$ cat src/design/mef_job_fifo.sv
`default_nettype none
// ----------------------------------------------------------------------------
// mef_job_fifo
// Two-entry queue of finished arrays between the load and verify sides.
// ----------------------------------------------------------------------------
module mef_job_fifo #(
	parameter int WIDTH = 45
) (
	input  wire logic             clk,
	input  wire logic             arst_n,
	input  wire logic             push,
	input  wire logic [WIDTH-1:0] push_data,
	input  wire logic             pop,
	output logic      [WIDTH-1:0] pop_data,
	output logic                  not_empty
);

	logic [WIDTH-1:0] entry_q [2];
	logic             wr_ptr_q;
	logic             rd_ptr_q;
	logic [1:0]       fill_q;

	assign pop_data  = entry_q[rd_ptr_q];
	assign not_empty = (fill_q != 2'd0);

	// entry storage
	always_ff @(posedge clk) begin
		if (push) begin
			entry_q[wr_ptr_q] <= push_data;
		end
	end

	// pointers and fill level
	always_ff @(posedge clk or negedge arst_n) begin
		if (!arst_n) begin
			wr_ptr_q <= 1'b0;
			rd_ptr_q <= 1'b0;
			fill_q   <= 2'd0;
		end else begin
			if (push) begin
				wr_ptr_q <= ~wr_ptr_q;
			end
			if (pop) begin
				rd_ptr_q <= ~rd_ptr_q;
			end
			if (push && !pop) begin
				fill_q <= fill_q + 2'd1;
			end else if (pop && !push) begin
				fill_q <= fill_q - 2'd1;
			end
		end
	end

endmodule
`default_nettype wire

$ cat config.mk
export PLATFORM = sky130hd
export DESIGN_NAME = mef_job_fifo
export DESIGN_NICKNAME = d
export VERILOG_FILES = /design/src/design/mef_job_fifo.sv
export SDC_FILE = /design/constraint.sdc
export NUM_CORES = 1
export LEC_CHECK = 0
export ABC_CLOCK_PERIOD_IN_PS = 5700
export BUFFER_PORTS_ARGS = -buffer_cell sky130_fd_sc_hd__buf_2
export CAP_MARGIN = 15
export CORE_UTILIZATION = 50
export DETAILED_ROUTE_END_ITERATION = 7
export GPL_ROUTABILITY_DRIVEN = 0
export PLACE_DENSITY = 0.76
export SYNTH_ARGS = -nofsm -noshare
export SYNTH_HDL_FRONTEND = slang
export SYNTH_SLANG_ARGS = --single-unit
$ cat constraint.sdc
create_clock -name clk -period 5.7 [get_ports clk]
set_input_delay 0.855 -clock clk [delete_from_list [all_inputs] [get_ports clk]]
set_output_delay 0.855 -clock clk [all_outputs]
set_load 0.01 [all_outputs]
==> results of run 1 <==
==> kinds of logic (layout without fill, tap and decap cells) <==
family,Yosys count,in the layout,share of synthesized area (%)
simple gates,4,4,0.621
mux,45,45,18.0
xor+xnor,5,5,1.21
buf+inv,6,112,2.62
flops,94,94,77.2
fa+ha+maj,1,1,0.345
==> state kept, by name, indices dropped and copies added (netlist names) <==
name / cells
rd_ptr_q: 1
entry_q: 90
fill_q: 2
wr_ptr_q: 1
==> worst paths after layout <==
path / startpoint / endpoint / slack, ps
worst max-delay path: rd_ptr_q$_DFFE_PN0P_ / pop_data[41] / 2720
worst min-delay path: arst_n / fill_q[0]$_DFFE_PN0P_ / 310
worst max register to register: wr_ptr_q$_DFFE_PN0P_ / entry_q[1][34]$_DFFE_PP_ / 3950
worst min register to register: fill_q[1]$_DFFE_PN0P_ / fill_q[1]$_DFFE_PN0P_ / 490
max in group asynchronous: arst_n / rd_ptr_q$_DFFE_PN0P_ / 5250
min in group clk: fill_q[1]$_DFFE_PN0P_ / fill_q[1]$_DFFE_PN0P_ / 490
==> worst max-delay path, cell delays in order, from the launching register on <==
cell and delay, ps:
dfrtp_2 670, buf_4 560, mux2_2 390, buf_2 140
==> Yosys cell counts <==
| cell | count |
|---|---|
| xor2_1 | 4 |
| buf_12 | 4 |
| mux2_2 | 6 |
| xnor2_1 | 1 |
| and2_1 | 1 |
| nor2b_1 | 1 |
| mux2_4 | 39 |
| inv_1 | 1 |
| buf_6 | 1 |
| or2_2 | 1 |
| edfxtp_1 | 90 |
| dfrtp_1 | 4 |
| ha_1 | 1 |
| nor2_1 | 1 |
==> through the flow <==
stage	hold slack [ps]	instance area, µm²	cells	power, mW	utilization, %
5_1_grt	297	4300	357	2.08	62.3
3_3_place_gp	449	4150	342	1.64	60.1
6_report	309	4300	357	1.98	62.3
4_1_cts	299	4300	357	2.01	62.3
2_1_floorplan	434	3630	155	1.50	-
3_5_place_dp	472	4150	342	1.65	60.1
==> layout make-up <==
type,instances,area share [%]
inverters,1,0.0873
repair buffers,96,11.3
clock buffers,12,3.14
multi-input cells,55,17.2
flip-flops and latches,94,65.2
well taps,96,2.79
clock inverters,3,0.291
==> where the power goes <==
part	total, mW	switching [mW]	internal [mW]
logic	0.640	0.300	0.340
registers	0.988	0.0676	0.920
clock network	0.356	0.202	0.153
==> layer usage <==
metal,vias to the layer above,GRT usage (%),part of all wire (%)
met5,-,0,0
li1,805,-,-
met2,54,27.6,52
met1,805,18.0,41
met4,0,7.60,1.6
met3,9,4.83,5.7
==> results_dict.tcl, run 1 <==
set metrics [dict create \
    seq_area_mm2 0.00280 \
    cts_tree "yes" \
    synth_top_cell_by_area "edfxtp_1" \
    cts_root_buf "clkbuf_8" \
    grt_pass1_vias 1829 \
    seq_area_frac_synth_pct 77.2 \
    num_antenna_cells 0 \
    antenna_found_initial 0 \
    grt-ovfl-total 0 \
    cts.sinks 94 \
    clock_latency_ps 340 \
    die_h_um 87.2 \
    fillCellCount 531 \
    numCtsBuffers 9 \
    fin_nets 307 \
    slew_headroom_pct 26.3 \
    rows 30 \
    vias 1673 \
    drc 0 \
    fin_ws_ps 2720 \
    wl_um 5640 \
    dr.first_iter.drc_count 61 \
    rsz0062_at_grt "false" \
    maxSlewViolCount 0 \
    reg2reg_depth 1 \
    fp.dieW_um 87.2 \
    multi_input_area_um2 741 \
    port_buffers 94 \
    first_pass_iters 4 \
    cts.clk_slew.worst_paths_ps 80 \
    critPathRequiredTime_ps 4850 \
    powerDensity_mw_per_mm2 461 \
    ir_worst_vdd_mv 0.266 \
    arrival_ps 2120 \
    crit_path_max_fanout 32 \
    hold_viol_final 0 \
    ys_types 14 \
    cts_resized 0 \
    netlist.area_leader.share_pct 74.5 \
    syn_area_mm2 0.00363 \
    area_growth_pct 18.5 \
    layout_commonest_cell "buf_2" \
    drive_above_1_share_pct 59.4 \
    outcome "finished, final reports clean" \
    hp-class "input pin to async pin" \
    wl_per_cell_um 15.8 \
    crit_type "flop to output pin" \
    syn_area_per_cell_um2 23.4 \
    syn_nets 205 \
    grt_max_degree 46 \
    ys_warn_count 0 \
    setup_viol 0 \
    cts_setup_buffers 0 \
    ant_nets 0 \
    track_usage_pct 15.9 \
    max_freq_mhz 336 \
    clock_skew_ps 5.84 \
    period_needed_ps 2980 \
    fin_setup_tns_ps 0 \
    vias_per_cell 4.69 \
    dp_hpwl_um 3680 \
    period_share_pct 52.3 \
    endpoint_kind "output pin" \
    synthTopCellsByArea "edfxtp_1 74%, mux2_4 16%, dfrtp_1 2.8%, buf_12 2.2%, mux2_2 1.9%" \
    worst_setup_path_start_kind "flop" \
    leakage_nw 1.74 \
    cts_max_level 3 \
    core-area_mm2 0.00691 \
    tightestPinTransition_ps 1110 \
    ys_ff_latch 94 \
    cap_violations 0 \
    dpl_worst_slack_ps 3050 \
    mostFrequentLayoutCells "94 x buf_2, 90 x edfxtp_1, 39 x mux2_4" \
    cts_max_path_buffers 2 \
    grt_pass1_wl_um 8650 \
    num_io_pins 95 \
    start_util_pct 52.6 \
    hold_buffers 0 \
    die_area_mm2 0.00760 \
    syn-instance-count 155 \
]
Note: power is estimated with default switching activity, not from simulation.
==> run 2: changes to the inputs <==
--- a/config.mk
+++ b/config.mk
@@ -5,7 +5,8 @@
 export SDC_FILE = /design/constraint.sdc
 export NUM_CORES = 1
 export LEC_CHECK = 0
-export ABC_CLOCK_PERIOD_IN_PS = 5700
+export ABC_AREA = 1
+export ABC_CLOCK_PERIOD_IN_PS = 2760
 export BUFFER_PORTS_ARGS = -buffer_cell sky130_fd_sc_hd__buf_2
 export CAP_MARGIN = 15
 export CORE_UTILIZATION = 50
==> constraint.sdc (replaced) <==
create_clock -name clk -period 2.76 [get_ports clk]
set_input_delay 0.414 -clock clk [delete_from_list [all_inputs] [get_ports clk]]
set_output_delay 0.414 -clock clk [all_outputs]
set_load 0.01 [all_outputs]
==> run 2 against run 1 <==
Compared with the run above:
- utilization up 1.9 points
- largest cell class unchanged
- clock-buffer cell count decreased by 3
- final area is 3.1% higher
- critical path type unchanged
- clock power increased to 2.8 times the previous value
- combinational power rose by 120%
- via count grew 6.2%
- sequential power is 100% higher
- non-clock buffer count rose by 5
- final cell count is 4.2% higher
- global-route usage is 0.84 points higher
- clock skew barely moved
==> results_dict.tcl, run 2 <==
set metrics [dict create \
    clock_skew_ps 5.92 \
    synth_top_cell_by_area "edfxtp_1" \
    fin_util_pct 64.2 \
    cp_slowest_cell "mux2_2" \
    stdcell_count 372 \
    first_pass_iters 4 \
    cts_tree "yes" \
    fp.dieW_um 87.4 \
    powerDensity_mw_per_mm2 990 \
    leakage_nw 1.82 \
    grt_pass1_vias 1805 \
    grtUsageMet2_pct 25.4 \
    die_area_mm2 0.00764 \
    design_area_mm2 0.00443 \
    cts_resized 0 \
    cap_violations 0 \
    cts_max_level 3 \
    cts_max_path_buffers 2 \
    dr.first_iter.drc_count 171 \
    grt_use_met1_pct 22.3 \
    clock_latency_ps 350 \
    area_growth_pct 21.5 \
    numCtsBuffers 9 \
    cts.clk_slew.worst_paths_ps 90 \
    syn_area_mm2 0.00365 \
    syn_area_per_cell_um2 22.3 \
    dpl_cell_area_mm2 0.00420 \
    reg_top3 "entry_q x90, fill_q x2" \
    crit_path_max_fanout 23 \
    ir_worst_vdd_mv 0.655 \
    place_inst 355 \
    endpoint_kind "output pin" \
    num_io_pins 95 \
    mostFrequentLayoutCells "94 x buf_2, 90 x edfxtp_1, 39 x mux2_4" \
    antenna_found_initial 0 \
    power_mw 4.39 \
    largest_reg_flops 90 \
    synth_edf_count 90 \
    track_usage_pct 16.7 \
    outcome "finished, final reports clean" \
    rows 30 \
    top_register "entry_q" \
    arrival_ps 1630 \
    synth_common_cells "90 x edfxtp_1, 39 x mux2_4, 7 x inv_1" \
    ant_nets 0 \
    seq_area_frac_synth_pct 76.8 \
    ys_ff_latch 94 \
    grt_busiest_layer "met2" \
    wl_per_cell_um 16.0 \
    slew_headroom_pct 61.9 \
    cp_num_buf_inv 2 \
    vias_per_cell 4.77 \
    ys_warn_count 0 \
    cts_root_buf "clkbuf_8" \
    synthTopCellsByArea "edfxtp_1 74%, mux2_4 16%, dfrtp_1 2.7%, buf_12 2.2%, mux2_2 1.9%" \
    grt_max_degree 28 \
    drc 0 \
    fin_nets 321 \
    syn-instance-count 164 \
    ys.flop_type "edfxtp_1" \
    critPathRequiredTime_ps 2350 \
    holdWs_ps 244 \
    port_buffers 94 \
    layout_commonest_cell "buf_2" \
    crit_chain "buf_4, mux2_2, buf_2" \
    cts.sinks 94 \
    rsz0062_at_grt "false" \
    fin_ws_ps 720 \
    hold_viol_final 0 \
    maxSlewViolCount 0 \
    worst_setup_path_start_kind "flop" \
    crit_type "flop to output pin" \
    hp-class "input pin to flop" \
    drive_above_1_share_pct 59.4 \
    setup_viol 0 \
    grt_pass1_wl_um 9010 \
    num_antenna_cells 0 \
    dp_hpwl_um 4040 \
    period_needed_ps 2040 \
    tightestPinTransition_ps 571 \
    wl_um 5950 \
    period_share_pct 73.9 \
    grt-ovfl-total 0 \
    syn_nets 214 \
    slowest_delay_ps 390 \
    max_freq_mhz 490 \
    grtUsageMet3_pct 5.12 \
    start_util_pct 52.8 \
    async_flop_share_pct 4.26 \
    crit_family "buffers and inverters" \
    vias 1776 \
    synth_most_common_cell "edfxtp_1" \
    die_h_um 87.4 \
    netlist.area_leader.share_pct 74.0 \
    core-area_mm2 0.00691 \
    fin_setup_tns_ps 0 \
    dpl_worst_slack_ps 1040 \
    ys_types 14 \
]
-- run 2: power by group --
| group | internal (mW) | switching, mW |
|---|---|---|
| Clock | 0.513 | 0.468 |
| Combinational | 0.723 | 0.706 |
| Sequential | 1.90 | 0.0832 |
| Total | 3.13 | 1.26 |
-- run 2: final timing paths --
| path | from | cells after the start | slack [ps] | endpoint |
|---|---|---|---|---|
| hold reg to reg | fill_q[1]$_DFFE_PN0P_ | 2 | 500 | fill_q[1]$_DFFE_PN0P_ |
| max in group asynchronous | arst_n | 2 | 2230 | rd_ptr_q$_DFFE_PN0P_ |
| setup reg to reg | wr_ptr_q$_DFFE_PN0P_ | 3 | 1170 | entry_q[1][23]$_DFFE_PP_ |
| setup / recovery | rd_ptr_q$_DFFE_PN0P_ | 3 | 720 | pop_data[44] |
| hold / removal | push_data[32] | 1 | 240 | entry_q[0][32]$_DFFE_PP_ |
| min in group asynchronous | arst_n | 2 | 390 | wr_ptr_q$_DFFE_PN0P_ |
-- run 2: worst reg2reg max path, cell delays in order (launching register included) --
cell	delay, ps
dfrtp_1	430
nand2_1	90
inv_2	430
buf_4	340
-- run 2: per-layer routing --
metal / wire, µm / up-vias / share of wire (%)
li1: - / 841 / -
met1: 2680 / 865 / 45
met2: 2860 / 60 / 48
met3: 324 / 10 / 5.4
met4: 97 / 0 / 1.6
met5: 0 / - / 0
-- run 2: cell type report --
cell class | instances | area [µm²]
clock buffers | 9 | 124
clock inverters | 7 | 97.6
fillers | 535 | 2470
inverters | 7 | 26.3
multi-input cells | 58 | 737
flip-flops and latches | 94 | 2800
well taps | 96 | 120
repair buffers | 101 | 526
-- run 2: logic make-up (layout without fill, tap and decap cells) --
group / Yosys count / count (layout) / synth area share (%)
xor gates and xnor gates: 3 / 3 / 0.720
adders and majority gates: 1 / 1 / 0.343
buffers and inverters: 12 / 124 / 3.22
DFF: 94 / 94 / 76.8
muxes: 45 / 45 / 17.9
and+or+nand+nor: 9 / 9 / 1.03
-- run 2: what timing repair did --
item | CTS | global route
hold buffers | 1 | 0
setup buffers | 0 | 0
endpoints found under the hold margin | 4 | 0
==> run 3: changes to the inputs <==
--- a/config.mk
+++ b/config.mk
@@ -6,7 +6,7 @@
 export NUM_CORES = 1
 export LEC_CHECK = 0
 export ABC_AREA = 1
-export ABC_CLOCK_PERIOD_IN_PS = 2760
+export ABC_CLOCK_PERIOD_IN_PS = 2000
 export BUFFER_PORTS_ARGS = -buffer_cell sky130_fd_sc_hd__buf_2
 export CAP_MARGIN = 15
 export CORE_UTILIZATION = 50
==> constraint.sdc (replaced) <==
create_clock -name clk -period 2 [get_ports clk]
set_input_delay 0.3 -clock clk [delete_from_list [all_inputs] [get_ports clk]]
set_output_delay 0.3 -clock clk [all_outputs]
set_load 0.01 [all_outputs]
==> run 3 against run 2 <==
Compared with the run above:
- worst setup slack lost 530 ps
- non-clock buffer count stayed put
- critical path depth did not move
- global-route usage fell by 1.8 points
- clock power is 36% higher
- sequential power rose by 38%
- utilization rose by 0.091 points
- critical path type unchanged
- critical endpoint is now pop_data[41]
- largest power group unchanged
==> results_dict.tcl, run 3 (synthesized netlist as in run 2, its figures left out) <==
set metrics [dict create \
    track_usage_pct 14.9 \
    die_h_um 87.4 \
    cts_root_buf "clkbuf_8" \
    worst_setup_path_start_kind "flop" \
    cts.sinks 94 \
    core-area_mm2 0.00691 \
    rsz0062_at_grt "false" \
    hp-class "input pin to flop" \
    regToRegSetupSlack_ps 760 \
    cap_violations 0 \
    grt_pass1_vias 1852 \
    critPathRequiredTime_ps 1700 \
    cts_resized 0 \
    fin_ws_ps 193 \
    rows 30 \
    cts_max_level 3 \
    reg_top3 "entry_q x90, fill_q x2" \
    crit_path_max_fanout 35 \
    arrival_ps 1510 \
    fin_util_pct 64.3 \
    cp_slowest_cell "dfrtp_2" \
    dr.first_iter.drc_count 85 \
    drive_above_1_share_pct 58.7 \
    hold_viol_final 0 \
    ant_nets 0 \
    stdcell_count 372 \
    clock_skew_ps 9.36 \
    worstSetupStartpoint "rd_ptr_q$_DFFE_PN0P_" \
    slew_headroom_pct 75.3 \
    fin_setup_tns_ps 0 \
    die_area_mm2 0.00764 \
    clock_latency_ps 340 \
    dpl_worst_slack_ps 549 \
    leakage_nw 1.83 \
    slowest_delay_ps 390 \
    crit_type "flop to output pin" \
    setup_viol 0 \
    wl_per_cell_um 14.6 \
    cts.clk_slew.worst_paths_ps 90 \
    r2r-end "entry_q[1][2]$_DFFE_PP_" \
    start_util_pct 52.8 \
    reg2reg_depth 3 \
    grt_pass1_wl_um 8240 \
    grt_max_degree 36 \
    cts_max_path_buffers 2 \
    cts_tree "yes" \
    dp_hpwl_um 3620 \
    powerDensity_mw_per_mm2 1360 \
    largest_reg_flops 90 \
    layout_commonest_cell "buf_2" \
    place_inst 355 \
    area_growth_pct 21.7 \
    num_io_pins 95 \
    max_freq_mhz 553 \
    endpoint_kind "output pin" \
    first_pass_iters 4 \
    num_antenna_cells 0 \
    r2r_start "wr_ptr_q$_DFFE_PN0P_" \
    wl_um 5440 \
    port_buffers 94 \
    fillCellCount 538 \
    period_share_pct 90.4 \
    drc 0 \
    grt-ovfl-total 0 \
    fp.dieW_um 87.4 \
    cp-endpoint "pop_data[41]" \
    tightestPinTransition_ps 370 \
    mostFrequentLayoutCells "94 x buf_2, 90 x edfxtp_1, 39 x mux2_4" \
    maxSlewViolCount 0 \
    outcome "finished, final reports clean" \
    vias_per_cell 4.76 \
    crit_chain "buf_12, mux2_2, buf_2" \
    period_needed_ps 1810 \
    antenna_found_initial 0 \
    vias 1771 \
    ir_worst_vdd_mv 0.872 \
    numCtsBuffers 9 \
    fin_nets 321 \
    top_register "entry_q" \
]
-- run 3: cell count changes in the layout (fill, tap and decap cells not counted), sizes merged --
cell and change:
inv -1, clkbuf +3, clkinvlp -2
-- run 3: critical path: cells and delay by family, from the launching register on --
family / cells / cell delay, ps
buf+inv: 2 / 400
flops: 1 / 390
mux: 1 / 370
-- run 3: how the worst min path moves through the flow --
| stage | from | endpoint | slack [ps] | depth (start not counted) |
|---|---|---|---|---|
| finish | push_data[0] | entry_q[1][0]$_DFFE_PP_ | 140 | 1 |
| global route | push_data[5] | entry_q[0][5]$_DFFE_PP_ | 130 | 1 |
| CTS | push_data[12] | entry_q[0][12]$_DFFE_PP_ | 130 | 1 |
| detailed placement | arst_n | fill_q[1]$_DFFE_PN0P_ | 110 | 1 |
| global placement | arst_n | fill_q[0]$_DFFE_PN0P_ | 110 | 1 |
| floorplan | arst_n | fill_q[0]$_DFFE_PN0P_ | 4 | 0 |
-- run 3: cell type report --
cell class              instances  area (µm²)  share of cell area (%)
clock buffers                  12         145                    3.27
clock inverters                 4        70.1                    1.58
inverters                       7        26.3                   0.592
multi-input cells              58         737                    16.6
flip-flops and latches         94        2800                    63.1
well taps                      96         120                    2.70
repair buffers                101         538                    12.1
-- run 3: per-layer routing --
metal / vias up / part of all wire (%) / global-route usage, %
met5: - / 0 / 0
li1: 839 / - / -
met2: 57 / 51 / 26.1
met3: 8 / 4.8 / 3.89
met1: 867 / 43 / 17.3
met4: 0 / 1.8 / 6.26
-- run 3: timing repair --
| item | CTS | global route |
|---|---|---|
| hold buffers | 1 | 0 |
| buffers inserted | 0 | 0 |
| endpoints found under the hold margin | 4 | 0 |
-- run 3: power by group --
part | switching [mW] | internal [mW] | leakage (nW)
Combinational | 0.940 | 1.02 | 0.827
Sequential | 0.115 | 2.62 | 0.891
Clock | 0.595 | 0.736 | 0.110
-- run 3: per-stage QoR --
step                power (mW)  instance area [µm²]  hold slack, ps
finish                    6.02                 4440             144
global route              6.31                 4440             128
CTS                       6.11                 4440             125
detailed placement        4.78                 4220             112
global placement          4.74                 4220             108
floorplan                 4.27                 3660            4.41
