==> src/design/mef_pkg.sv <==
`default_nettype none
// ----------------------------------------------------------------------------
// mef_pkg
// Shared types and constants of the majority element finder.
// ----------------------------------------------------------------------------
package mef_pkg;

	localparam int VALUE_W     = 32;
	localparam int COUNT_OUT_W = 11;

	// one input element
	typedef struct packed {
		logic signed [VALUE_W-1:0] element_value;
		logic                      last_item;
	} elem_t;

	// one result per array
	typedef struct packed {
		logic                      found;
		logic signed [VALUE_W-1:0] majority_value;
		logic                      overflow;
		logic [COUNT_OUT_W-1:0]    item_count;
	} res_t;

endpackage
`default_nettype wire

==> src/design/mef_back.sv <==
`default_nettype none
// ----------------------------------------------------------------------------
// mef_back
// Verify side: counts how often the candidate occurs in its bank, one read
// a cycle, and loads the result register.
// ----------------------------------------------------------------------------
module mef_back import mef_pkg::*; #(
	parameter int MAX_ITEMS = 1024,
	localparam int IW    = (MAX_ITEMS > 1) ? $clog2(MAX_ITEMS) : 1,
	localparam int CW    = $clog2(MAX_ITEMS + 1),
	localparam int JOB_W = 2 + CW + VALUE_W
) (
	input  wire logic               clk,
	input  wire logic               arst_n,
	input  wire logic               job_avail,
	output logic                    job_pop,
	input  wire logic [JOB_W-1:0]   job,
	output logic                    rd_en,
	output logic      [IW:0]        rd_addr,
	input  wire logic [VALUE_W-1:0] rd_data,
	output logic                    job_done,
	output logic                    res_valid,
	input  wire logic               res_stall,
	output res_t                    res
);

	typedef struct packed {
		logic               bank;
		logic               ovf;
		logic [CW-1:0]      count;
		logic [VALUE_W-1:0] cand;
	} job_t;

	typedef enum logic [2:0] {
		ST_IDLE = 3'b001,
		ST_SCAN = 3'b010,
		ST_DONE = 3'b100
	} state_t;

	state_t        state_q;
	job_t          job_in;
	job_t          job_q;
	logic [CW-1:0] idx_q;
	logic [CW-1:0] hits_q;
	logic          rd_s1;
	logic          slot_free;
	logic          emit;
	logic          found;

	assign job_in    = job;
	assign slot_free = !res_valid || !res_stall;

	// start, read and finish conditions
	assign job_pop  = (state_q == ST_IDLE) && job_avail;
	assign rd_en    = (state_q == ST_SCAN);
	assign rd_addr  = {job_q.bank, idx_q[IW-1:0]};
	assign emit     = (state_q == ST_DONE) && !rd_s1 && slot_free;
	assign job_done = emit;
	assign found    = !job_q.ovf && (job_q.count != '0) && (hits_q > (job_q.count >> 1));

	// job payload
	always_ff @(posedge clk) begin
		if (job_pop) begin
			job_q <= job_in;
		end
	end

	// sequencer
	always_ff @(posedge clk or negedge arst_n) begin
		if (!arst_n) begin
			state_q <= ST_IDLE;
			idx_q   <= '0;
			rd_s1   <= 1'b0;
			hits_q  <= '0;
		end else begin
			rd_s1 <= rd_en;
			if (rd_s1 && (rd_data == job_q.cand)) begin
				hits_q <= hits_q + 1'b1;
			end
			unique case (state_q)
				ST_IDLE: begin
					if (job_avail) begin
						idx_q  <= '0;
						hits_q <= '0;
						if (job_in.ovf || (job_in.count == '0)) begin
							state_q <= ST_DONE;
						end else begin
							state_q <= ST_SCAN;
						end
					end
				end
				ST_SCAN: begin
					idx_q <= idx_q + 1'b1;
					if (idx_q == CW'(job_q.count - 1'b1)) begin
						state_q <= ST_DONE;
					end
				end
				ST_DONE: begin
					if (emit) begin
						state_q <= ST_IDLE;
					end
				end
				default: begin
					state_q <= ST_IDLE;
				end
			endcase
		end
	end

	// result payload
	always_ff @(posedge clk) begin
		if (emit) begin
			res.found          <= found;
			res.majority_value <= found ? job_q.cand : '0;
			res.overflow       <= job_q.ovf;
			res.item_count     <= COUNT_OUT_W'(job_q.count);
		end
	end

	// result valid, cleared on transfer
	always_ff @(posedge clk or negedge arst_n) begin
		if (!arst_n) begin
			res_valid <= 1'b0;
		end else if (emit) begin
			res_valid <= 1'b1;
		end else if (!res_stall) begin
			res_valid <= 1'b0;
		end
	end

endmodule
`default_nettype wire

==> config.mk <==
export PLATFORM = sky130hd
export DESIGN_NAME = mef_back
export DESIGN_NICKNAME = d
export VERILOG_FILES = /design/src/design/mef_pkg.sv /design/src/design/mef_back.sv
export SDC_FILE = /design/constraint.sdc
export NUM_CORES = 1
export LEC_CHECK = 0
export CAP_MARGIN = 20
export CORE_MARGIN = 4
export CORE_UTILIZATION = 35
export DETAILED_ROUTE_END_ITERATION = 7
export DONT_BUFFER_PORTS = 1
export SKIP_LAST_GASP = 1
export SLEW_MARGIN = 10
export SYNTH_ARGS = -nofsm -noshare
export SYNTH_HDL_FRONTEND = slang
export SYNTH_SLANG_ARGS = --single-unit
==> constraint.sdc <==
create_clock -name clk -period 4.96 [get_ports clk]
set_clock_uncertainty 0.15 [all_clocks]
set_input_delay 0.992 -clock clk [delete_from_list [all_inputs] [get_ports clk]]
set_output_delay 0.992 -clock clk [all_outputs]
set_load 0.05 [all_outputs]
==> flow_metrics.env, run 1 <==
export IMPL_status="completed"
export IMPL_maxSlewHeadroom_pct=49.7
export IMPL_nNetsFinal=556
export IMPL_grt_ovfl_total=0
export IMPL_die_h_um=136
export IMPL_syn_area_per_cell_um2=12.2
export IMPL_regToRegEndpoint="res[34]$_SDFFCE_PN0P_"
export IMPL_critPathRequiredTime_ps=3820
export IMPL_synth_async_reset_ratio_pct=23.1
export IMPL_cts_path_max_buffers=2
export IMPL_vdd_ir_drop_max_mv=0.270
export IMPL_die_width_um=136
export IMPL_reg2reg_depth=3
export IMPL_placed_area_um2=5850
export IMPL_port_buffers=0
export IMPL_synth_most_common_cell="edfxtp_1"
export IMPL_synth_nets=560
export IMPL_post_cts_buffers=0
export IMPL_startpoint="job_avail"
export IMPL_yosys_top_cells_count="edfxtp_1, inv_1, a211oi_1"
export IMPL_layout_drive_gt1_share_pct=11.6
export IMPL_reg2reg_slack_ps=2230
export IMPL_num_io_pins=141
export IMPL_syn_area_um2=5700
export IMPL_synth_edf_count=90
export IMPL_core_area_um2=15900
export IMPL_rows=46
export IMPL_drv_cap=0
export IMPL_root_buffer="clkbuf_16"
export IMPL_cts_sinks=117
export IMPL_multi_input_area_um2=1990
export IMPL_first_iter_violations=159
export IMPL_seq_area_um2=3380
export IMPL_fin_setup_tns_ps=0
export IMPL_post_cts_resized=0
export IMPL_grt_total_usage_pct=15.0
export IMPL_cts_tree="built"
export IMPL_fillers=1515
export IMPL_hpwlAfterDp_mm=10.1
export IMPL_grt_pass1_wl_mm=20.9
export IMPL_path_class="in2out"
export IMPL_timing_final_max_slew_violations=0
export IMPL_routedWlPerCell_um=19.7
export IMPL_drt_total_wl_mm=13.6
export IMPL_seq_area_frac_synth_pct=59.3
export IMPL_holdBufCountCts=0
export IMPL_vias=3716
export IMPL_ys_types=59
export IMPL_antenna_found_initial=0
export IMPL_fin_area_um2=6390
export IMPL_cp_start_kind="input pin"
export IMPL_antennaDiodeCount=0
export IMPL_setup_viol=0
export IMPL_synthToLayoutAreaGrowth_pct=12.2
export IMPL_synth_top_area_cell="edfxtp_1"
export IMPL_postSynthCellCount=466
export IMPL_cp_arrival_ps=2170
export IMPL_worstPathMaxFanout=28
export IMPL_final_antenna_net_count=0
export IMPL_routed_via_density=5.39
export IMPL_final_hold_viol_count=0
export IMPL_hold_class="in2async"
export IMPL_cp_end_kind="primary output"
export IMPL_cts_buffers=17
export IMPL_yosysWarnings=0
export IMPL_drcViolationCount=0
export IMPL_rsz0062_at_grt="false"
export IMPL_dr_pass1_iters=5
export IMPL_cp_endpoint="job_pop"
export IMPL_p_per_area_nw_per_um2=334
export IMPL_ys_ff_latch=117
export IMPL_grt_pass1_vias=3791
export IMPL_synth_ff_type="edfxtp_1"
export IMPL_grt_max_degree=40
export IMPL_fmax_ghz=0.302
export IMPL_clk_latency_ps=410
export IMPL_rr_startpoint="rd_s1$_DFF_PN0_"
export IMPL_path_clk_slew_ps=50
export IMPL_layout_min_cycle_time_ps=3320
export IMPL_dieArea_um2=18400
export IMPL_synth_top_area_share_pct=47.4
export IMPL_timing_final_crit_share_pct=66.8
export IMPL_leakage_nw=2.45
export IMPL_gp_congestion=0.815
export IMPL_tightest_slew_ps=754
export IMPL_start_util_pct=35.7
export IMPL_synth_area_leaders="edfxtp_1, dfrtp_1, xor2_1"
export IMPL_htreeDepth=4
==> cells in the final DEF (no fill, tap or decap), types with 2 or more instances in the layout <==
| cell type | instances |
|---|---|
| o21a_1 | 2 |
| edfxtp_1 | 90 |
| or2_2 | 2 |
| xor2_1 | 31 |
| nor2b_1 | 4 |
| mux2i_1 | 13 |
| ha_1 | 13 |
| nor3_1 | 9 |
| clkinvlp_4 | 6 |
| nand2_1 | 29 |
| clkbuf_16 | 17 |
| a31oi_1 | 2 |
| nand3_1 | 10 |
| inv_6 | 2 |
| and3_1 | 5 |
| a21oi_1 | 6 |
| nor2_1 | 16 |
| xnor2_1 | 8 |
| clkinv_2 | 4 |
| nand2b_1 | 12 |
| dfrtp_1 | 26 |
| inv_2 | 2 |
| nand4_1 | 10 |
| o21ai_0 | 13 |
| buf_4 | 4 |
| nand3b_1 | 2 |
| a21o_1 | 3 |
| nor4_2 | 6 |
| inv_1 | 46 |
| a211oi_1 | 33 |
| nor4_1 | 13 |
| and3b_1 | 2 |
==> power breakdown <==
group          internal (mW)   switching, mW
clock                  0.629           0.436
sequential              1.05  0.000000000496
combinational        0.00754         0.00801
==> worst min-delay path by stage <==
| stage | from | to | cells past startpoint | slack [ps] |
|---|---|---|---|---|
| after floorplan | job_q[43]$_DFFE_PP_ | res[11]$_DFFE_PP_ | 0 | 280 |
| after global placement | job_q[43]$_DFFE_PP_ | res[11]$_DFFE_PP_ | 0 | 310 |
| after detailed placement | job_q[43]$_DFFE_PP_ | res[11]$_DFFE_PP_ | 0 | 330 |
| after CTS | arst_n | hits_q[4]$_DFF_PN0_ | 0 | 100 |
| after global routing | arst_n | hits_q[4]$_DFF_PN0_ | 0 | 100 |
| final | arst_n | idx_q[5]$_DFFE_PN0P_ | 0 | 120 |
==> logic make-up after synthesis <==
kind of cell	Yosys count	synth area share [%]
muxes	13	2.28
xor gates and xnor gates	39	6.00
adders and majority gates	13	2.86
and+or+nand+nor	131	13.6
AOI/OAI and AO/OA	77	9.95
buffers and inverters	76	5.97
DFF	117	59.3
==> critical path, cell delays in order <==
cell,delay (ps)
nand3b_1,90
or2_2,510
inv_2,560
==> cell type report <==
cell class,instances,share of cell area (%)
Clock buffer,18,6.71
Clock inverter,13,1.35
Inverter,48,2.82
Multi-Input combinational cell,273,31.1
Sequential cell,117,52.9
Tap cell,216,4.23
Timing Repair Buffer,5,0.901
==> registers in the layout, summed over array words and instances, names as in the netlist <==
register,flops
res,45
job_q,44
hits_q,11
idx_q,11
state_q,3
rd_addr,1
rd_s1,1
res_valid,1
==> stage by stage <==
stage / setup WS [ps] / hold slack, ps / power (mW) / util (%) / instances
floorplan: 893 / 278 / 1.08 / - / 466
global placement: 1660 / 313 / 1.09 / 36.7 / 658
detailed placement: 1630 / 328 / 1.09 / 36.7 / 658
CTS: 1620 / 103 / 2.15 / 39.9 / 689
global route: 1500 / 96.6 / 2.20 / 40.1 / 690
finish: 1640 / 122 / 2.13 / 40.1 / 690
==> metal layers <==
layer | global-route usage (%) | share of wire, % | vias up
met5 | 0 | 0 | -
met1 | 16.8 | 39 | 1836
li1 | - | - | 1691
met4 | 5.88 | 1.8 | 0
met2 | 25.5 | 50 | 166
met3 | 6.28 | 9.6 | 23
Note: power is estimated with default switching activity, not from simulation.
==> run 2: changes to the inputs <==
==> constraint.sdc (replaced) <==
create_clock -name clk -period 3.3 [get_ports clk]
set_clock_uncertainty 0.15 [all_clocks]
set_input_delay 0.66 -clock clk [delete_from_list [all_inputs] [get_ports clk]]
set_output_delay 0.66 -clock clk [all_outputs]
set_load 0.05 [all_outputs]
==> flow_metrics.env, run 2 (synthesized netlist as in run 1, its figures left out) <==
export IMPL_cp_cell_sequence="or4b_1 -> a21oi_4"
export IMPL_hpwlAfterDp_mm=10.4
export IMPL_timing_final_crit_share_pct=84.2
export IMPL_leakage_nw=2.56
export IMPL_critPathRequiredTime_ps=2490
export IMPL_vias=3682
export IMPL_grt_pass1_vias=3802
export IMPL_setup_viol=0
export IMPL_regToRegEndpoint="res[41]$_SDFFCE_PN0P_"
export IMPL_hold_depth=0
export IMPL_rows=46
export IMPL_drcViolationCount=0
export IMPL_die_width_um=136
export IMPL_cts_path_max_buffers=2
export IMPL_mostFrequentLayoutCell="edfxtp_1"
export IMPL_rr_startpoint="job_q[39]$_DFFE_PP_"
export IMPL_final_antenna_net_count=0
export IMPL_hold_class="in2reg"
export IMPL_clk_latency_ps=410
export IMPL_p_switching_mw=0.697
export IMPL_regMostFlops="res"
export IMPL_clkPwrFrac_pct=54.7
export IMPL_path_class="reg2out"
export IMPL_grt_max_degree=34
export IMPL_first_iter_violations=185
export IMPL_cts_tree="built"
export IMPL_largest_reg_flops=45
export IMPL_grt_pass1_wl_mm=21.1
export IMPL_routed_via_density=5.24
export IMPL_cp_arrival_ps=1970
export IMPL_holdBufCountCts=2
export IMPL_nNetsFinal=568
export IMPL_core_area_um2=15900
export IMPL_status="completed"
export IMPL_path_clk_slew_ps=60
export IMPL_fin_setup_tns_ps=0
export IMPL_drv_cap=0
export IMPL_min_from="job[6]"
export IMPL_post_cts_buffers=0
export IMPL_combPwrFrac_pct=0.9
export IMPL_vdd_ir_drop_max_mv=0.381
export IMPL_sw_frac_of_total_pct=19.6
export IMPL_fmax_ghz=0.360
export IMPL_rsz0062_at_grt="false"
export IMPL_final_hold_viol_count=0
export IMPL_num_io_pins=141
export IMPL_layout_min_cycle_time_ps=2780
export IMPL_htreeDepth=4
export IMPL_cp_end_kind="primary output"
export IMPL_fillers=1529
export IMPL_antennaDiodeCount=0
export IMPL_slowest_stage="or4b_1"
export IMPL_root_buffer="clkbuf_16"
export IMPL_cts_sinks=117
export IMPL_seqPwrFrac_pct=44.4
export IMPL_most_common_layout_cells="edfxtp_1, inv_1, a211oi_1, xor2_1, nand2_1"
export IMPL_tightest_slew_ps=770
export IMPL_reg_largest_list="res (45), job_q (44)"
export IMPL_port_buffers=0
export IMPL_min_to="job_q[6]$_DFFE_PP_"
export IMPL_routedWlPerCell_um=19.7
export IMPL_die_h_um=136
export IMPL_timing_final_max_slew_violations=0
export IMPL_dr_pass1_iters=4
export IMPL_reg2reg_depth=7
export IMPL_placed_area_um2=5950
export IMPL_drt_total_wl_mm=13.9
export IMPL_post_cts_resized=0
export IMPL_gp_congestion=0.850
export IMPL_multi_input_area_um2=1990
export IMPL_cp_start_kind="flip-flop"
export IMPL_p_per_area_nw_per_um2=539
export IMPL_reg2reg_slack_ps=770
export IMPL_maxSlewHeadroom_pct=48.7
export IMPL_grt_total_usage_pct=15.3
export IMPL_seq_area_um2=3380
export IMPL_dieArea_um2=18400
export IMPL_critPathMaxStageDelay_ps=600
export IMPL_grt_ovfl_total=0
export IMPL_p_int_mw=2.86
export IMPL_fin_area_um2=6600
export IMPL_layout_drive_gt1_share_pct=14.0
export IMPL_synthToLayoutAreaGrowth_pct=15.9
export IMPL_cts_buffers=17
export IMPL_worstPathMaxFanout=6
export IMPL_start_util_pct=35.7
export IMPL_antenna_found_initial=0
run 2: power by group through the flow:
stage	sequential [mW]	combinational, mW	clock (mW)
global route	1.58	0.0372	2.06
CTS	1.58	0.0346	1.98
finish	1.58	0.0336	1.95
global placement	1.61	0.0224	0
detailed placement	1.61	0.0232	0
floorplan	1.61	0.0199	0
run 2: per-stage QoR:
stage          std cells  util (%)  setup slack [ps]  hold WS, ps  total power, mW
4_1_cts              703      41.4               496          169             3.60
5_1_grt              703      41.4               465          164             3.67
6_report             703      41.4               523          189             3.56
2_1_floorplan        466         -               371          214             1.63
3_3_place_gp         669      37.3               851          217             1.63
3_5_place_dp         669      37.3               770          216             1.63
run 2: worst max-delay path by stage:
| stage | slack (ps) | depth (start not counted) | to | start |
|---|---|---|---|---|
| 2_1_floorplan | 370 | 5 | job_pop | job_avail |
| 3_3_place_gp | 850 | 7 | res[14]$_SDFFCE_PN0P_ | job_q[39]$_DFFE_PP_ |
| 3_5_place_dp | 770 | 7 | res[41]$_SDFFCE_PN0P_ | job_q[39]$_DFFE_PP_ |
| 4_1_cts | 500 | 2 | job_done | rd_s1$_DFF_PN0_ |
| 5_1_grt | 470 | 2 | job_done | rd_s1$_DFF_PN0_ |
| 6_report | 520 | 2 | job_done | rd_s1$_DFF_PN0_ |
run 2: layer usage:
metal,vias to the layer above,part of all wire (%),track usage (%),wire (um)
met5,-,0,0,0
li1,1716,-,-,-
met1,1804,40,17.2,5550
met4,0,1.2,4.98,170
met2,147,49,26.4,6820
met3,15,9.5,6.54,1310
run 2: final cells by class:
class,instances,share of cell area (%)
Sequential cell,117,51.2
Multi-Input combinational cell,273,30.1
Clock buffer,18,6.50
Tap cell,216,4.09
Clock inverter,14,2.99
Inverter,48,2.79
Timing Repair Buffer,17,2.35
run 2: critical path: cells and delay by family (launching register included):
family	cells	cell delay [ps]
AND/OR/NAND/NOR	1	600
AO/OA/AOI/OAI	1	540
flip-flops	1	410
==> run 3: changes to the inputs <==
==> constraint.sdc (replaced) <==
create_clock -name clk -period 2.6 [get_ports clk]
set_clock_uncertainty 0.15 [all_clocks]
set_input_delay 0.52 -clock clk [delete_from_list [all_inputs] [get_ports clk]]
set_output_delay 0.52 -clock clk [all_outputs]
set_load 0.05 [all_outputs]
==> flow_metrics.env, run 3 (synthesized netlist as in run 1, its figures left out) <==
export IMPL_status="completed"
export IMPL_layout_min_cycle_time_ps=2530
export IMPL_leakage_nw=2.63
export IMPL_sw_frac_of_total_pct=21.8
export IMPL_min_from="job[15]"
export IMPL_num_io_pins=141
export IMPL_final_antenna_net_count=0
export IMPL_clkPwrFrac_pct=50.9
export IMPL_cp_cell_sequence="or4b_4 -> a21oi_4 -> buf_12"
export IMPL_vias=3712
export IMPL_regMostFlops="res"
export IMPL_core_area_um2=15900
export IMPL_grt_max_degree=34
export IMPL_cts_tree="built"
export IMPL_die_h_um=136
export IMPL_seqPwrFrac_pct=48.1
export IMPL_setup_viol=0
export IMPL_drv_cap=0
export IMPL_path_class="reg2out"
export IMPL_largest_reg_flops=45
export IMPL_start_util_pct=35.7
export IMPL_rr_startpoint="job_q[39]$_DFFE_PP_"
export IMPL_synthToLayoutAreaGrowth_pct=17.8
export IMPL_routedWlPerCell_um=18.7
export IMPL_grt_pass1_vias=3841
export IMPL_path_clk_slew_ps=60
export IMPL_fmax_ghz=0.396
export IMPL_hold_class="in2reg"
export IMPL_grt_total_usage_pct=14.7
export IMPL_grt_ovfl_total=0
export IMPL_grt_pass1_wl_mm=20.6
export IMPL_rsz0062_at_grt="false"
export IMPL_drcViolationCount=0
export IMPL_die_width_um=136
export IMPL_drt_total_wl_mm=13.5
export IMPL_final_hold_viol_count=0
export IMPL_hpwlAfterDp_mm=10.4
export IMPL_cp_arrival_ps=1860
export IMPL_timing_final_crit_share_pct=97.2
export IMPL_dr_pass1_iters=4
export IMPL_fillers=1452
export IMPL_critPathMaxStageDelay_ps=570
export IMPL_combPwrFrac_pct=1.0
export IMPL_routed_via_density=5.16
export IMPL_p_per_area_nw_per_um2=621
export IMPL_dieArea_um2=18400
export IMPL_hold_worst_slack_ps=44.9
export IMPL_post_cts_buffers=0
export IMPL_tightest_slew_ps=572
export IMPL_cts_path_max_buffers=2
export IMPL_fin_setup_tns_ps=0
export IMPL_nNetsFinal=585
export IMPL_worstPathMaxFanout=32
export IMPL_cts_sinks=117
export IMPL_antennaDiodeCount=0
export IMPL_maxSlewHeadroom_pct=61.9
export IMPL_htreeDepth=4
export IMPL_startpoint="rd_s1$_DFF_PN0_"
export IMPL_layout_drive_gt1_share_pct=17.5
export IMPL_most_common_layout_cells="edfxtp_1, inv_1, a211oi_1, xor2_1, nand2_1"
export IMPL_vdd_ir_drop_max_mv=0.476
export IMPL_cp_end_kind="primary output"
export IMPL_timing_final_max_slew_violations=0
export IMPL_reg_largest_list="res (45), job_q (44)"
export IMPL_rows=46
export IMPL_cts_buffers=17
export IMPL_slowest_stage="or4b_4"
export IMPL_mostFrequentLayoutCell="edfxtp_1"
export IMPL_gp_congestion=0.858
export IMPL_first_iter_violations=242
export IMPL_p_int_mw=3.26
export IMPL_root_buffer="clkbuf_16"
export IMPL_clk_latency_ps=420
export IMPL_antenna_found_initial=0
export IMPL_p_switching_mw=0.909
export IMPL_port_buffers=0
export IMPL_critPathRequiredTime_ps=1930
export IMPL_cp_start_kind="flip-flop"
[run 3: through the flow]
stage          instances  power (mW)  area [um^2]  setup slack (ps)  utilization [%]
3_5_place_dp         685        2.07         6130               286             38.4
3_3_place_gp         685        2.07         6130               340             38.4
4_1_cts              719        4.23         6710              23.6             42.1
2_1_floorplan        466        2.07         5730             -29.8                -
5_1_grt              720        4.32         6710              18.8             42.1
6_report             720        4.17         6710              73.3             42.1
[run 3: routing by layer]
| layer | track usage (%) | wire length (um) | vias up | part of all wire (%) |
|---|---|---|---|---|
| li1 | - | - | 1754 | - |
| met1 | 16.9 | 5420 | 1799 | 40 |
| met2 | 25.2 | 6840 | 153 | 51 |
| met3 | 6.39 | 1150 | 6 | 8.5 |
| met4 | 3.86 | 70 | 0 | 0.52 |
| met5 | 0 | 0 | - | 0 |
[run 3: power by group through the flow]
stage / clock network (mW) / registers, mW / logic, mW
global placement: 0 / 2.04 / 0.0291
global route: 2.27 / 2.00 / 0.0476
detailed placement: 0 / 2.04 / 0.0304
CTS: 2.18 / 2.00 / 0.0444
finish: 2.12 / 2.00 / 0.0434
floorplan: 0 / 2.04 / 0.0252
[run 3: worst max-delay path: cells and delay by family (launching register included)]
| kind | cells | cell delay [ps] |
|---|---|---|
| AO/OA/AOI/OAI | 1 | 180 |
| AND/OR/NAND/NOR | 1 | 570 |
| flip-flops | 1 | 410 |
| buffers and inverters | 1 | 250 |
[run 3: what timing repair did]
item | 4_1_cts | 5_1_grt
setup endpoints to repair | 0 | 1
endpoints found under the hold margin | 27 | 0
hold buffers | 2 | 0
resized for setup | 0 | 0
[run 3: area by class of cell]
type,count,area [um^2],share of cell area (%)
Clock buffer,17,425,6.34
Clock inverter,15,125,1.86
Inverter,48,184,2.74
Multi-Input combinational cell,273,2000,29.8
Sequential cell,117,3380,50.3
Tap cell,216,270,4.03
Timing Repair Buffer,33,325,4.85
Timing Repair inverter,1,5.00,0.0746
[run 3: path summary, 6_finish.rpt]
kind / to / slack [ps] / depth (start not counted)
worst max-delay path: job_done / 70 / 3
worst min-delay path: job_q[15]$_DFFE_PP_ / 40 / 0
worst max register to register: res[36]$_SDFFCE_PN0P_ / 300 / 7
worst min register to register: res[11]$_DFFE_PP_ / 320 / 0
max in group asynchronous: state_q[0]$_DFFE_PN1P_ / 1680 / 2
min in group asynchronous: hits_q[4]$_DFF_PN0_ / 390 / 2
